<file path="src/cspk_pkg.sv">
// shared types and constants for the code/symbol bit packer
// no dependencies; used by every module of the block
`timescale 1ns / 1ps

package cspk_pkg;

   localparam int DEFAULT_CODE_WIDTH = 16;
   localparam int CODE_FIELD_W       = 16;
   localparam int LEN_W              = 5;
   localparam int SYM_W              = 8;
   localparam int BYTE_W             = 8;
   localparam int RES_W              = 7;
   localparam int RES_CNT_W          = 3;
   // residual + longest code + symbol
   localparam int ACC_W              = RES_W + CODE_FIELD_W + SYM_W;
   localparam int MAX_BYTES          = 3;
   localparam int BYTES_W            = MAX_BYTES * BYTE_W;
   localparam int REQ_DATA_W         = 32;
   localparam int QUEUE_DEPTH        = 2;

   typedef enum logic {
      FUNC_PACK  = 1'b0,
      FUNC_FLUSH = 1'b1
   } func_type;

   // one queued unit of work: up to three bytes, lowest byte first
   typedef struct packed {
      logic [BYTES_W-1:0] bytes;
      logic [1:0]         count_m1;
   } entry_type;

endpackage

</file>
<file path="src/cspk_front.sv">
// front end: accepts pack/flush transactions, keeps the residual bits,
// and forms byte groups for the queue; depends on cspk_pkg
`timescale 1ns / 1ps

module cspk_front #(
   parameter int CODE_WIDTH = cspk_pkg::DEFAULT_CODE_WIDTH
) (
   input  logic                              clock,
   input  logic                              reset,
   input  logic                              in_valid,
   output logic                              in_ready,
   input  cspk_pkg::func_type                in_func,
   input  logic [cspk_pkg::CODE_FIELD_W-1:0] in_code,
   input  logic [cspk_pkg::LEN_W-1:0]        in_len,
   input  logic [cspk_pkg::SYM_W-1:0]        in_sym,
   output logic                              push,
   output cspk_pkg::entry_type               push_entry,
   input  logic                              queue_full
);
   import cspk_pkg::*;

   localparam int LEN_LIMIT_INT = (CODE_WIDTH < CODE_FIELD_W) ? CODE_WIDTH : CODE_FIELD_W;
   localparam logic [LEN_W-1:0] LEN_LIMIT = LEN_W'(LEN_LIMIT_INT);

   logic [RES_W-1:0]        residual_bits_ff, residual_bits_in;
   logic [RES_CNT_W-1:0]    residual_count_ff, residual_count_in;
   logic                    accept;
   logic [LEN_W-1:0]        len_sat;
   logic [CODE_FIELD_W-1:0] code_masked;
   logic [ACC_W-1:0]        acc;
   logic [LEN_W-1:0]        total;
   logic [1:0]              nbytes;
   logic [ACC_W-1:0]        acc_rest;
   logic [RES_W-1:0]        res_mask;

   assign in_ready = !queue_full;
   assign accept   = in_valid && in_ready;

   always_comb begin
      len_sat     = (in_len > LEN_LIMIT) ? LEN_LIMIT : in_len;
      code_masked = in_code & ~({CODE_FIELD_W{1'b1}} << len_sat);
      acc = ACC_W'(residual_bits_ff)
          | (ACC_W'(code_masked) << residual_count_ff)
          | (ACC_W'(in_sym) << (LEN_W'(residual_count_ff) + len_sat));
      total  = LEN_W'(residual_count_ff) + len_sat + LEN_W'(BYTE_W);
      nbytes = total[LEN_W-1:3];
      unique case (nbytes)
         2'd1:    acc_rest = acc >> BYTE_W;
         2'd2:    acc_rest = acc >> (2 * BYTE_W);
         default: acc_rest = acc >> (3 * BYTE_W);
      endcase
      res_mask = ~({RES_W{1'b1}} << total[2:0]);
   end

   always_comb begin
      push_entry        = '0;
      push              = 1'b0;
      residual_bits_in  = residual_bits_ff;
      residual_count_in = residual_count_ff;
      if (accept) begin
         if (in_func == FUNC_FLUSH) begin
            // partial byte, high bits already zero
            push_entry.bytes    = BYTES_W'(residual_bits_ff);
            push_entry.count_m1 = 2'd0;
            push                = (residual_count_ff != '0);
            residual_bits_in    = '0;
            residual_count_in   = '0;
         end else begin
            push_entry.bytes    = acc[BYTES_W-1:0];
            push_entry.count_m1 = nbytes - 2'd1;
            push                = 1'b1;
            residual_bits_in    = acc_rest[RES_W-1:0] & res_mask;
            residual_count_in   = total[2:0];
         end
      end
   end

   always_ff @(posedge clock) begin
      if (reset) begin
         residual_bits_ff  <= '0;
         residual_count_ff <= '0;
      end else begin
         residual_bits_ff  <= residual_bits_in;
         residual_count_ff <= residual_count_in;
      end
   end

endmodule

</file>
<file path="src/cspk_queue.sv">
// small fifo of byte groups between front and back end
// depends on cspk_pkg
`timescale 1ns / 1ps

module cspk_queue (
   input  logic                clock,
   input  logic                reset,
   input  logic                push,
   input  cspk_pkg::entry_type push_entry,
   output logic                full,
   input  logic                pop,
   output logic                head_valid,
   output cspk_pkg::entry_type head_entry
);
   import cspk_pkg::*;

   localparam int PTR_W = (QUEUE_DEPTH > 1) ? $clog2(QUEUE_DEPTH) : 1;
   localparam int CNT_W = $clog2(QUEUE_DEPTH + 1);

   entry_type        mem [QUEUE_DEPTH];
   logic [PTR_W-1:0] wr_ptr_ff, wr_ptr_in;
   logic [PTR_W-1:0] rd_ptr_ff, rd_ptr_in;
   logic [CNT_W-1:0] count_ff, count_in;

   assign full       = (count_ff == CNT_W'(QUEUE_DEPTH));
   assign head_valid = (count_ff != '0);
   assign head_entry = mem[rd_ptr_ff];

   function automatic logic [PTR_W-1:0] next_ptr(input logic [PTR_W-1:0] p);
      next_ptr = (p == PTR_W'(QUEUE_DEPTH - 1)) ? '0 : p + 1'b1;
   endfunction

   always_comb begin
      wr_ptr_in = push ? next_ptr(wr_ptr_ff) : wr_ptr_ff;
      rd_ptr_in = pop  ? next_ptr(rd_ptr_ff) : rd_ptr_ff;
      count_in  = count_ff + CNT_W'(push) - CNT_W'(pop);
   end

   always_ff @(posedge clock) begin
      if (push) begin
         mem[wr_ptr_ff] <= push_entry;
      end
   end

   always_ff @(posedge clock) begin
      if (reset) begin
         wr_ptr_ff <= '0;
         rd_ptr_ff <= '0;
         count_ff  <= '0;
      end else begin
         wr_ptr_ff <= wr_ptr_in;
         rd_ptr_ff <= rd_ptr_in;
         count_ff  <= count_in;
      end
   end

endmodule

</file>
<file path="src/cspk_back.sv">
// back end: walks the head byte group one byte per cycle into the
// registered output stage while out_ready does not stall it; depends on cspk_pkg
`timescale 1ns / 1ps

module cspk_back (
   input  logic                       clock,
   input  logic                       reset,
   input  logic                       head_valid,
   input  cspk_pkg::entry_type        head_entry,
   output logic                       pop,
   output logic                       out_valid,
   input  logic                       out_ready,
   output logic [cspk_pkg::BYTE_W-1:0] out_byte,
   output logic                       out_last
);
   import cspk_pkg::*;

   logic              out_valid_ff, out_valid_in;
   logic [BYTE_W-1:0] out_byte_ff, out_byte_in;
   logic              out_last_ff, out_last_in;
   logic [1:0]        idx_ff, idx_in;
   logic              load;
   logic              is_last;

   assign load    = head_valid && (!out_valid_ff || out_ready);
   assign is_last = (idx_ff == head_entry.count_m1);
   assign pop     = load && is_last;

   always_comb begin
      out_valid_in = out_valid_ff;
      out_byte_in  = out_byte_ff;
      out_last_in  = out_last_ff;
      idx_in       = idx_ff;
      if (load) begin
         out_valid_in = 1'b1;
         out_byte_in  = head_entry.bytes[idx_ff * BYTE_W +: BYTE_W];
         out_last_in  = is_last;
         idx_in       = is_last ? 2'd0 : idx_ff + 2'd1;
      end else if (out_ready) begin
         out_valid_in = 1'b0;
      end
   end

   always_ff @(posedge clock) begin
      if (reset) begin
         out_valid_ff <= 1'b0;
         idx_ff       <= '0;
      end else begin
         out_valid_ff <= out_valid_in;
         idx_ff       <= idx_in;
      end
   end

   always_ff @(posedge clock) begin
      out_byte_ff <= out_byte_in;
      out_last_ff <= out_last_in;
   end

   assign out_valid = out_valid_ff;
   assign out_byte  = out_byte_ff;
   assign out_last  = out_last_ff;

endmodule

</file>
<file path="src/code_symbol_bit_packer.sv">
// top level of the code/symbol bit packer: front end, queue, back end
// depends on cspk_pkg, cspk_front, cspk_queue, cspk_back
`timescale 1ns / 1ps

//  channel | dir | tdata (lsb up)                           | tuser | tlast
//  req_    | in  | code_bits[15:0] code_len[20:16]          | func  | -
//          |     | symbol[28:21], zero pad [31:29]          |       |
//  rsp_    | out | out_byte[7:0]                            | -     | run_last
//
//  a pack transaction yields 1 to 3 bytes, one byte per cycle while rsp_ is not
//  stalled; the back end's byte walk sets the pace
//  a flush yields one byte if bits are held, none otherwise
//  first byte reaches rsp_ through the queue write, then the output register
//  synchronous reset clears the residual, the queue and the output stage
//  the two-entry queue lets the input keep accepting while rsp_ is stalled, until it is full

module code_symbol_bit_packer #(
   parameter int CODE_WIDTH = cspk_pkg::DEFAULT_CODE_WIDTH
) (
   input  logic                            clock,
   input  logic                            reset,
   input  logic                            req_tvalid,
   output logic                            req_tready,
   input  logic [cspk_pkg::REQ_DATA_W-1:0] req_tdata,  // code_bits, code_len, symbol
   input  logic                            req_tuser,  // func
   output logic                            rsp_tvalid,
   input  logic                            rsp_tready,
   output logic [cspk_pkg::BYTE_W-1:0]     rsp_tdata,  // out_byte
   output logic                            rsp_tlast   // run_last
);
   import cspk_pkg::*;

   // unpack the request fields
   logic [CODE_FIELD_W-1:0] req_code;
   logic [LEN_W-1:0]        req_len;
   logic [SYM_W-1:0]        req_sym;
   func_type                req_func;

   assign req_code = req_tdata[CODE_FIELD_W-1:0];
   assign req_len  = req_tdata[CODE_FIELD_W +: LEN_W];
   assign req_sym  = req_tdata[CODE_FIELD_W + LEN_W +: SYM_W];
   assign req_func = func_type'(req_tuser);

   // front to queue
   logic      push;
   entry_type push_entry;
   logic      queue_full;

   // queue to back
   logic      pop;
   logic      head_valid;
   entry_type head_entry;

   cspk_front #(
      .CODE_WIDTH(CODE_WIDTH)
   ) u_front (
      .clock      (clock),
      .reset      (reset),
      .in_valid   (req_tvalid),
      .in_ready   (req_tready),
      .in_func    (req_func),
      .in_code    (req_code),
      .in_len     (req_len),
      .in_sym     (req_sym),
      .push       (push),
      .push_entry (push_entry),
      .queue_full (queue_full)
   );

   cspk_queue u_queue (
      .clock      (clock),
      .reset      (reset),
      .push       (push),
      .push_entry (push_entry),
      .full       (queue_full),
      .pop        (pop),
      .head_valid (head_valid),
      .head_entry (head_entry)
   );

   // byte walk and registered output
   cspk_back u_back (
      .clock      (clock),
      .reset      (reset),
      .head_valid (head_valid),
      .head_entry (head_entry),
      .pop        (pop),
      .out_valid  (rsp_tvalid),
      .out_ready  (rsp_tready),
      .out_byte   (rsp_tdata),
      .out_last   (rsp_tlast)
   );

endmodule

</file>
<file path="config.mk">
export PLATFORM = sky130hd
export DESIGN_NAME = code_symbol_bit_packer
export DESIGN_NICKNAME = d
export VERILOG_FILES = /design/src/cspk_pkg.sv /design/src/cspk_front.sv /design/src/cspk_queue.sv /design/src/cspk_back.sv /design/src/code_symbol_bit_packer.sv
export SDC_FILE = /design/constraint.sdc
export NUM_CORES = 1
export LEC_CHECK = 0
export BUFFER_PORTS_ARGS = -buffer_cell sky130_fd_sc_hd__buf_2
export CORE_MARGIN = 4
export CORE_UTILIZATION = 60
export CTS_CLUSTER_DIAMETER = 30
export DETAILED_ROUTE_END_ITERATION = 8
export PLACE_DENSITY = 0.81
export SLEW_MARGIN = 20
export SYNTH_ARGS = -nofsm -noshare
export SYNTH_HDL_FRONTEND = slang
export SYNTH_HIERARCHICAL = 1
export SYNTH_SLANG_ARGS = --single-unit
</file>
<file path="constraint.sdc">
create_clock -name clock -period 5.93 [get_ports clock]
set_input_delay 0.593 -clock clock [delete_from_list [all_inputs] [get_ports clock]]
set_output_delay 0.593 -clock clock [all_outputs]
set_load 0.01 [all_outputs]
</file>
==> metrics.txt, run 1 <==
outcome=completed; crit-path most repeated cell=ha_1; die area=10620 um^2; area share of the largest cell type after synthesis=33.78%; Core Box Area=8763 um^2; top cell type by total area after synthesis=edfxtp_1; Setup TNS=0 ns; skew final=0.007837 ns; Placed Cells=656; Worst Path Required=6.16 ns; Worst Tran Pin Value=0.7610 ns; worst path arrival time=4.04 ns; CTS Buf Count=9; Clock Tree Root=clkbuf_8; drt drc=0; DRT Pass-1 Iters=6; fill count=701; area delta synth->final=7.060%; Slowest cell on crit path=ha_1; crit-path max FO=29; synth unique cells=77; vias in the first global route=4041; post-cts resize count=0; Worst Setup End Kind=flip-flop; unrepaired setup endpoints after global routing=no; WP buf/inv=3; Mapped Cells=535; CP Launch Type=input pin; Final #Nets=603; drt wl/cell=19.60 um; initial antenna violation count=0; Crit path largest cell delay=0.46 ns; Synth area leaders=edfxtp_1, dfxtp_1, mux2_4; GRT Total Usage=25.76%; FFs w/ async S/R, synth=0%; clk slew on worst S/H paths=0.07 ns; most frequent cells after synthesis=edfxtp_1, nor2_1, nand2_1; CTS tree=done; Max Slew Vio Count=0; H-tree depth=3; DRT iter0 DRCs=448; cell row count=34; Core Util, Final=66.25%; most common cell in the synthesized netlist=edfxtp_1; Die Span Y=103.1 um; HP Start=u_front/residual_bits_ff[4]; Post-DP HPWL=9.759 mm; CP top delay family=compound AO/OA/AOI/OAI gates; Final GP Congestion=1.029; post-route clock period utilization=64.30%; IO Port Bufs=44; Setup Viol. Count Final=0; Longest Clk Path Bufs=2; post-synth design cell area=5423 um^2; power density over the cells=324.6 nW/um^2; Syn Area/Cell=10.14 um^2; Post-synth EDFFs=61; io pins=48; crit path kind=in -> reg; Routed WL=13.17 mm; final instance area=5806 um^2; pin count of the biggest net entering global routing=32; fmax=0.2623 GHz; Worst slew margin=49.08%; post-synth net total=579; die width=103.1 um; buffer count from post-CTS setup fixing=0; Main synth FF type=edfxtp_1; YS warnings=6; ratio of cells with drive above 1 in the final layout=22.70%; P_leak=0.002148 uW; Synth Register Bits=79; latest clock arrival within the worst-skew pair=0.34 ns; via count=4303; diodes inserted=0; hold buffers post-CTS=0; crit-path cells=buf_2, nor2b_1, ha_1, ha_1, a2111oi_1, nor3_2, buf_4, inv_2, ha_1, nor2_1, nand2_1, o21ai_0, a2bb2oi_2, a21oi_1, a211o_1; GRT overflow=0; Period minus WS final=3.813 ns; final hold vios=0; Post-DRT Antenna Nets=0; fin cells=672; sequential share of the synthesized area=40.42%; Hold WC Path Type=reg -> reg; first-pass GRT wire length=21.00 mm; Post-DP Area=5604 um^2; Worst Setup SP=req_tdata[20]; max_cap viols=0; RR Startpoint=u_front/residual_count_ff[0]; VDD IR-drop max=0.1810 mV; starting density of the core=61.88%; Clock Sinks=79; vias per cell=6.403
-- sequential cells by signal (all words and copies together) (netlist names), named ones only --
signal	flops
u_front/residual_bits_ff	7
u_front/residual_count_ff	3
u_queue/mem	52
u_back/out_last	1
u_back/out_valid	1
u_queue/rd_ptr_ff	1
u_queue/wr_ptr_ff	1
u_queue/count_ff	2
u_back/idx_ff	2
u_back/out_byte	8
-- through the flow --
stage,setup WS (ns),hold WS (ns),total power [uW]
finish,2.117,0.4750,1884
global route,1.816,0.4854,1994
floorplan,2.436,0.4362,1333
detailed placement,1.848,0.4544,1488
global placement,1.950,0.4464,1466
CTS,2.200,0.4709,1889
-- cell type report --
type	count	area (um^2)	share of cell area (%)
clock buffers	13	158.9	2.737
flip-flops and latches	79	2192	37.76
well taps	108	135.1	2.328
inverters	13	48.80	0.8405
repair buffers	53	295.3	5.086
multi-input cells	403	2933	50.52
clock inverters	3	42.54	0.7328
-- path summary, 6_finish.rpt --
| check | slack (ns) | cells after the start | endpoint |
|---|---|---|---|
| worst max-delay path | 2.12 | 15 | u_front/residual_bits_ff[4] |
| worst min-delay path | 0.48 | 1 | u_front/residual_bits_ff[4] |
| worst max register to register | 2.26 | 14 | u_front/residual_bits_ff[4] |
| worst min register to register | 0.48 | 1 | u_front/residual_bits_ff[4] |
-- routing by layer --
layer	wire, um	global-route usage, %	vias up
li1	-	-	2056
met4	451	11.25	0
met1	5608	33.88	2032
met5	0	0	-
met3	735	4.195	38
met2	6378	42.03	177
-- placed cells by master, fill, tap and decap left out, drive strengths merged, types with 14 or more instances in the layout --
cell,instances
nand2b,14
nor2,52
edfxtp,61
nand2,46
dfxtp,18
buf,53
mux2,39
o21ai,37
mux2i,31
a21oi,28
nand3,15
-- kinds of logic (layout without fill, tap and decap cells) --
logic type | after synthesis | after routing | synth area share (%)
and+or+nand+nor | 173 | 173 | 15.62
DFF | 79 | 79 | 40.42
buffers and inverters | 53 | 82 | 5.538
xor gates and xnor gates | 8 | 8 | 1.684
AOI/OAI and AO/OA | 140 | 140 | 17.93
muxes | 74 | 74 | 17.01
adders and majority gates | 8 | 8 | 1.800
-- report_power, final --
part	internal, uW	switching [uW]
combinational	308	395
sequential	726	51.7
clock	217	186
Note: power is estimated with default switching activity, not from simulation.
==> inputs of run 2 (changes only) <==
Settings changed: ABC_AREA set to 1.
Clock period 5.93 ns to 3.6 ns, I/O delays scaled along.
==> run 2 against run 1 <==
  * Via count grew 13%
  * Final area grew 2.0%
  * Count of clock-buffer cells in the layout shrank 3
  * Synthesized cell count grew 31%
  * Sequential power grew 61%
  * Non-clock buffer count grew 3
  * First-iteration DRC count grew 17%
  * Clock power grew 65%
==> metrics.txt, run 2 <==
CTS tree=done; Hold WC Path Type=in -> reg; Syn Area/Cell=7.906 um^2 (-22%); met1 GRT Util=34.10% (+0.22 points); r2r worst-path depth=17 (+3); worst path arrival time=3.23 ns (-0.81 ns); fill count=751 (+7.1%); sequential power share=40.6% (-0.7 points); synth unique cells=45 (-42%); vias per cell=5.748 (-10%); NetSw=1156 uW (+83%); GRT overflow=0 (unchanged); IO Port Bufs=44 (unchanged); P_int=1924 uW (+54%); drt drc=0 (unchanged); latest clock arrival within the worst-skew pair=0.35 ns (about the same); Worst Tran Pin Value=0.6129 ns (-0.1482 ns); hold buffers post-CTS=0 (unchanged); sequential share of the synthesized area=39.61% (-0.81 points); combinational share of power=37.7% (+0.4 points); post-route clock period utilization=82.15%; Final GP Congestion=0.9140 (-11%); Main synth FF type=edfxtp_1; Period minus WS final=2.958 ns; R2R setup slack=0.64 ns (-1.62 ns); starting density of the core=62.54% (+0.66 points); unrepaired setup endpoints after global routing=no; initial antenna violation count=0 (unchanged); switching share of power=37.53% (+3.9 points); Routed WL=13.70 mm (+4.0%); Core Box Area=8848 um^2 (+0.97%); Worst slew margin=59.14% (+10 points); Synth area leaders=edfxtp_1, nand2_1, nand3_1; gr busiest metal=met2; most frequent cells after synthesis=nand2_1, nand3_1, inv_1; CP endpoint=u_front/residual_bits_ff[0]; outcome=completed; final hold vios=0 (unchanged); via count=4863 (+13%); most frequent cells in the layout=nand2_1, nand3_1, inv_1, edfxtp_1, o21ai_0; worst reg2reg path endpoint=u_front/residual_bits_ff[0]; multi-input logic area=2796 um^2 (-4.7%); commonest non-fill, non-tap cell in the layout=nand2_1; skew final=0.01702 ns (+0.009188 ns); Clock Sinks=79 (unchanged); buffer count from post-CTS setup fixing=0 (unchanged); crit path kind=reg -> reg; DRT iter0 DRCs=522 (+17%); area delta synth->final=6.986% (about the same); diodes inserted=0 (unchanged); DRT Pass-1 Iters=5 (-1); met2 GRT Util=41.83% (-0.20 points); clk slew on worst S/H paths=0.10 ns (+0.03 ns); post-synth design cell area=5534 um^2 (+2.1%); cell row count=34 (unchanged); Setup Viol. Count Final=0 (unchanged); fmax=0.3381 GHz; Final #Nets=777 (+29%); Power Total=3080 uW (+63%); Reg with most FFs=u_queue/mem; GRT met3 Usage=3.166% (-1.0 points); Post-DP HPWL=10.34 mm (+5.9%); VDD IR-drop max=0.2188 mV (+21%); ratio of cells with drive above 1 in the final layout=20.46% (-2.2 points); H-tree depth=3 (unchanged); YS warnings=6 (unchanged); Worst Setup SP=u_front/residual_count_ff[1]; CTS Buf Count=9 (unchanged); CP Launch Type=flip-flop; Post-synth EDFFs=61 (unchanged); most common cell in the synthesized netlist=nand2_1; Longest Clk Path Bufs=2 (unchanged); Synth Register Bits=79 (unchanged); area share of the largest cell type after synthesis=33.10% (-0.68 points); Mapped Cells=700 (+31%); Die Span Y=104.0 um (+0.95%); Post-DRT Antenna Nets=0 (unchanged); die area=10820 um^2 (+1.9%); Setup TNS=0 ns (unchanged); Clock power frac=21.7% (+0.3 points); power density over the cells=520.2 nW/um^2 (+60%); io pins=48 (unchanged); FFs w/ async S/R, synth=0% (unchanged); vias in the first global route=4566 (+13%); Max Slew Vio Count=0 (unchanged); post-cts resize count=0 (unchanged); Clock Tree Root=clkbuf_8; GRT Total Usage=25.52% (-0.25 points); crit-path max FO=22 (-24%); pin count of the biggest net entering global routing=27 (-16%); Worst Path Required=3.87 ns (-2.29 ns); Core Util, Final=66.91% (+0.66 points); fin cells=846 (+26%); Worst Setup End Kind=flip-flop; RR Startpoint=u_front/residual_count_ff[1]; first-pass GRT wire length=22.26 mm (+6.0%); post-synth net total=744 (+28%); Hold WS=0.3703 ns (-0.1047 ns); drt wl/cell=16.19 um (-17%); top cell type by total area after synthesis=edfxtp_1; P_leak=0.002690 uW (+25%); max_cap viols=0 (unchanged); Reg area=2192 um^2 (unchanged); max reg flops=52 (unchanged); worst hold stages=4 (+3); Placed Cells=830 (+27%); die width=104.0 um (+0.95%)
[run 2: changes by cell type after synthesis, sizes merged, moves of 9 or more]
cell	delta
nand2	+168
nand3	+83
inv	+60
mux2i	-30
o21ai	+21
nand2b	-14
mux2	-13
nor2	-10
nor2b	-9
[run 2: layer usage]
metal	vias up	share of wire, %	routed length, um
met3	35	7.5	1024
met5	-	0	0
li1	2405	-	-
met1	2208	42	5743
met4	0	3.7	510
met2	215	47	6416
[run 2: cells by family after synthesis]
kind of cell    count (synthesis)  synth area share [%]
compound gates                107                 11.08
xor+xnor                        2                0.3166
fa+ha+maj                       7                 1.583
buf+inv                       109                 9.903
flops                          79                 39.61
mux                            27                 6.828
simple gates                  369                 30.68
[run 2: worst min path at each step]
stage	from	endpoint	slack [ns]
finish	rsp_tready	u_back/out_valid	0.37
global route	rsp_tready	u_back/out_valid	0.40
CTS	rsp_tready	u_back/out_valid	0.35
detailed placement	u_front/residual_bits_ff[1]	u_front/residual_bits_ff[1]	0.46
global placement	u_front/residual_bits_ff[3]	u_front/residual_bits_ff[3]	0.45
floorplan	reset	u_back/out_valid	0.43
[run 2: cell type report]
cell class | instances | area share [%]
Clock buffer | 10 | 2.515
Multi-Input combinational cell | 512 | 47.23
Inverter | 75 | 4.755
Sequential cell | 79 | 37.02
Tap cell | 108 | 2.282
Timing Repair Buffer | 56 | 5.241
Clock inverter | 6 | 0.9510
[run 2: critical path: stages (launching register included)]
cell     delay, ns
dfxtp_1       0.44
inv_1         0.07
buf_4         0.21
nand2_1       0.12
nand2_1       0.05
inv_1         0.05
ha_1          0.13
inv_1         0.06
nand2_2       0.08
nand2_2       0.09
a21oi_4       0.18
inv_2         0.08
ha_1          0.29
nor2_1        0.42
inv_1         0.25
nand3_1       0.15
nand2_1       0.06
a21oi_1       0.12
[run 2: power by group through the flow]
stage | registers, uW | logic [uW] | clock network, uW
5_1_grt | 1270 | 1280 | 723
2_1_floorplan | 1290 | 879 | 0
4_1_cts | 1250 | 1150 | 689
6_report | 1250 | 1160 | 668
3_3_place_gp | 1270 | 1110 | 0
3_5_place_dp | 1270 | 1150 | 0
[run 2: stage by stage]
step | setup WS, ns | area [um^2]
floorplan | 0.8690 | 5534
global placement | 0.5742 | 5715
detailed placement | 0.5226 | 5715
CTS | 0.6979 | 5921
global route | 0.3893 | 5921
finish | 0.6425 | 5921
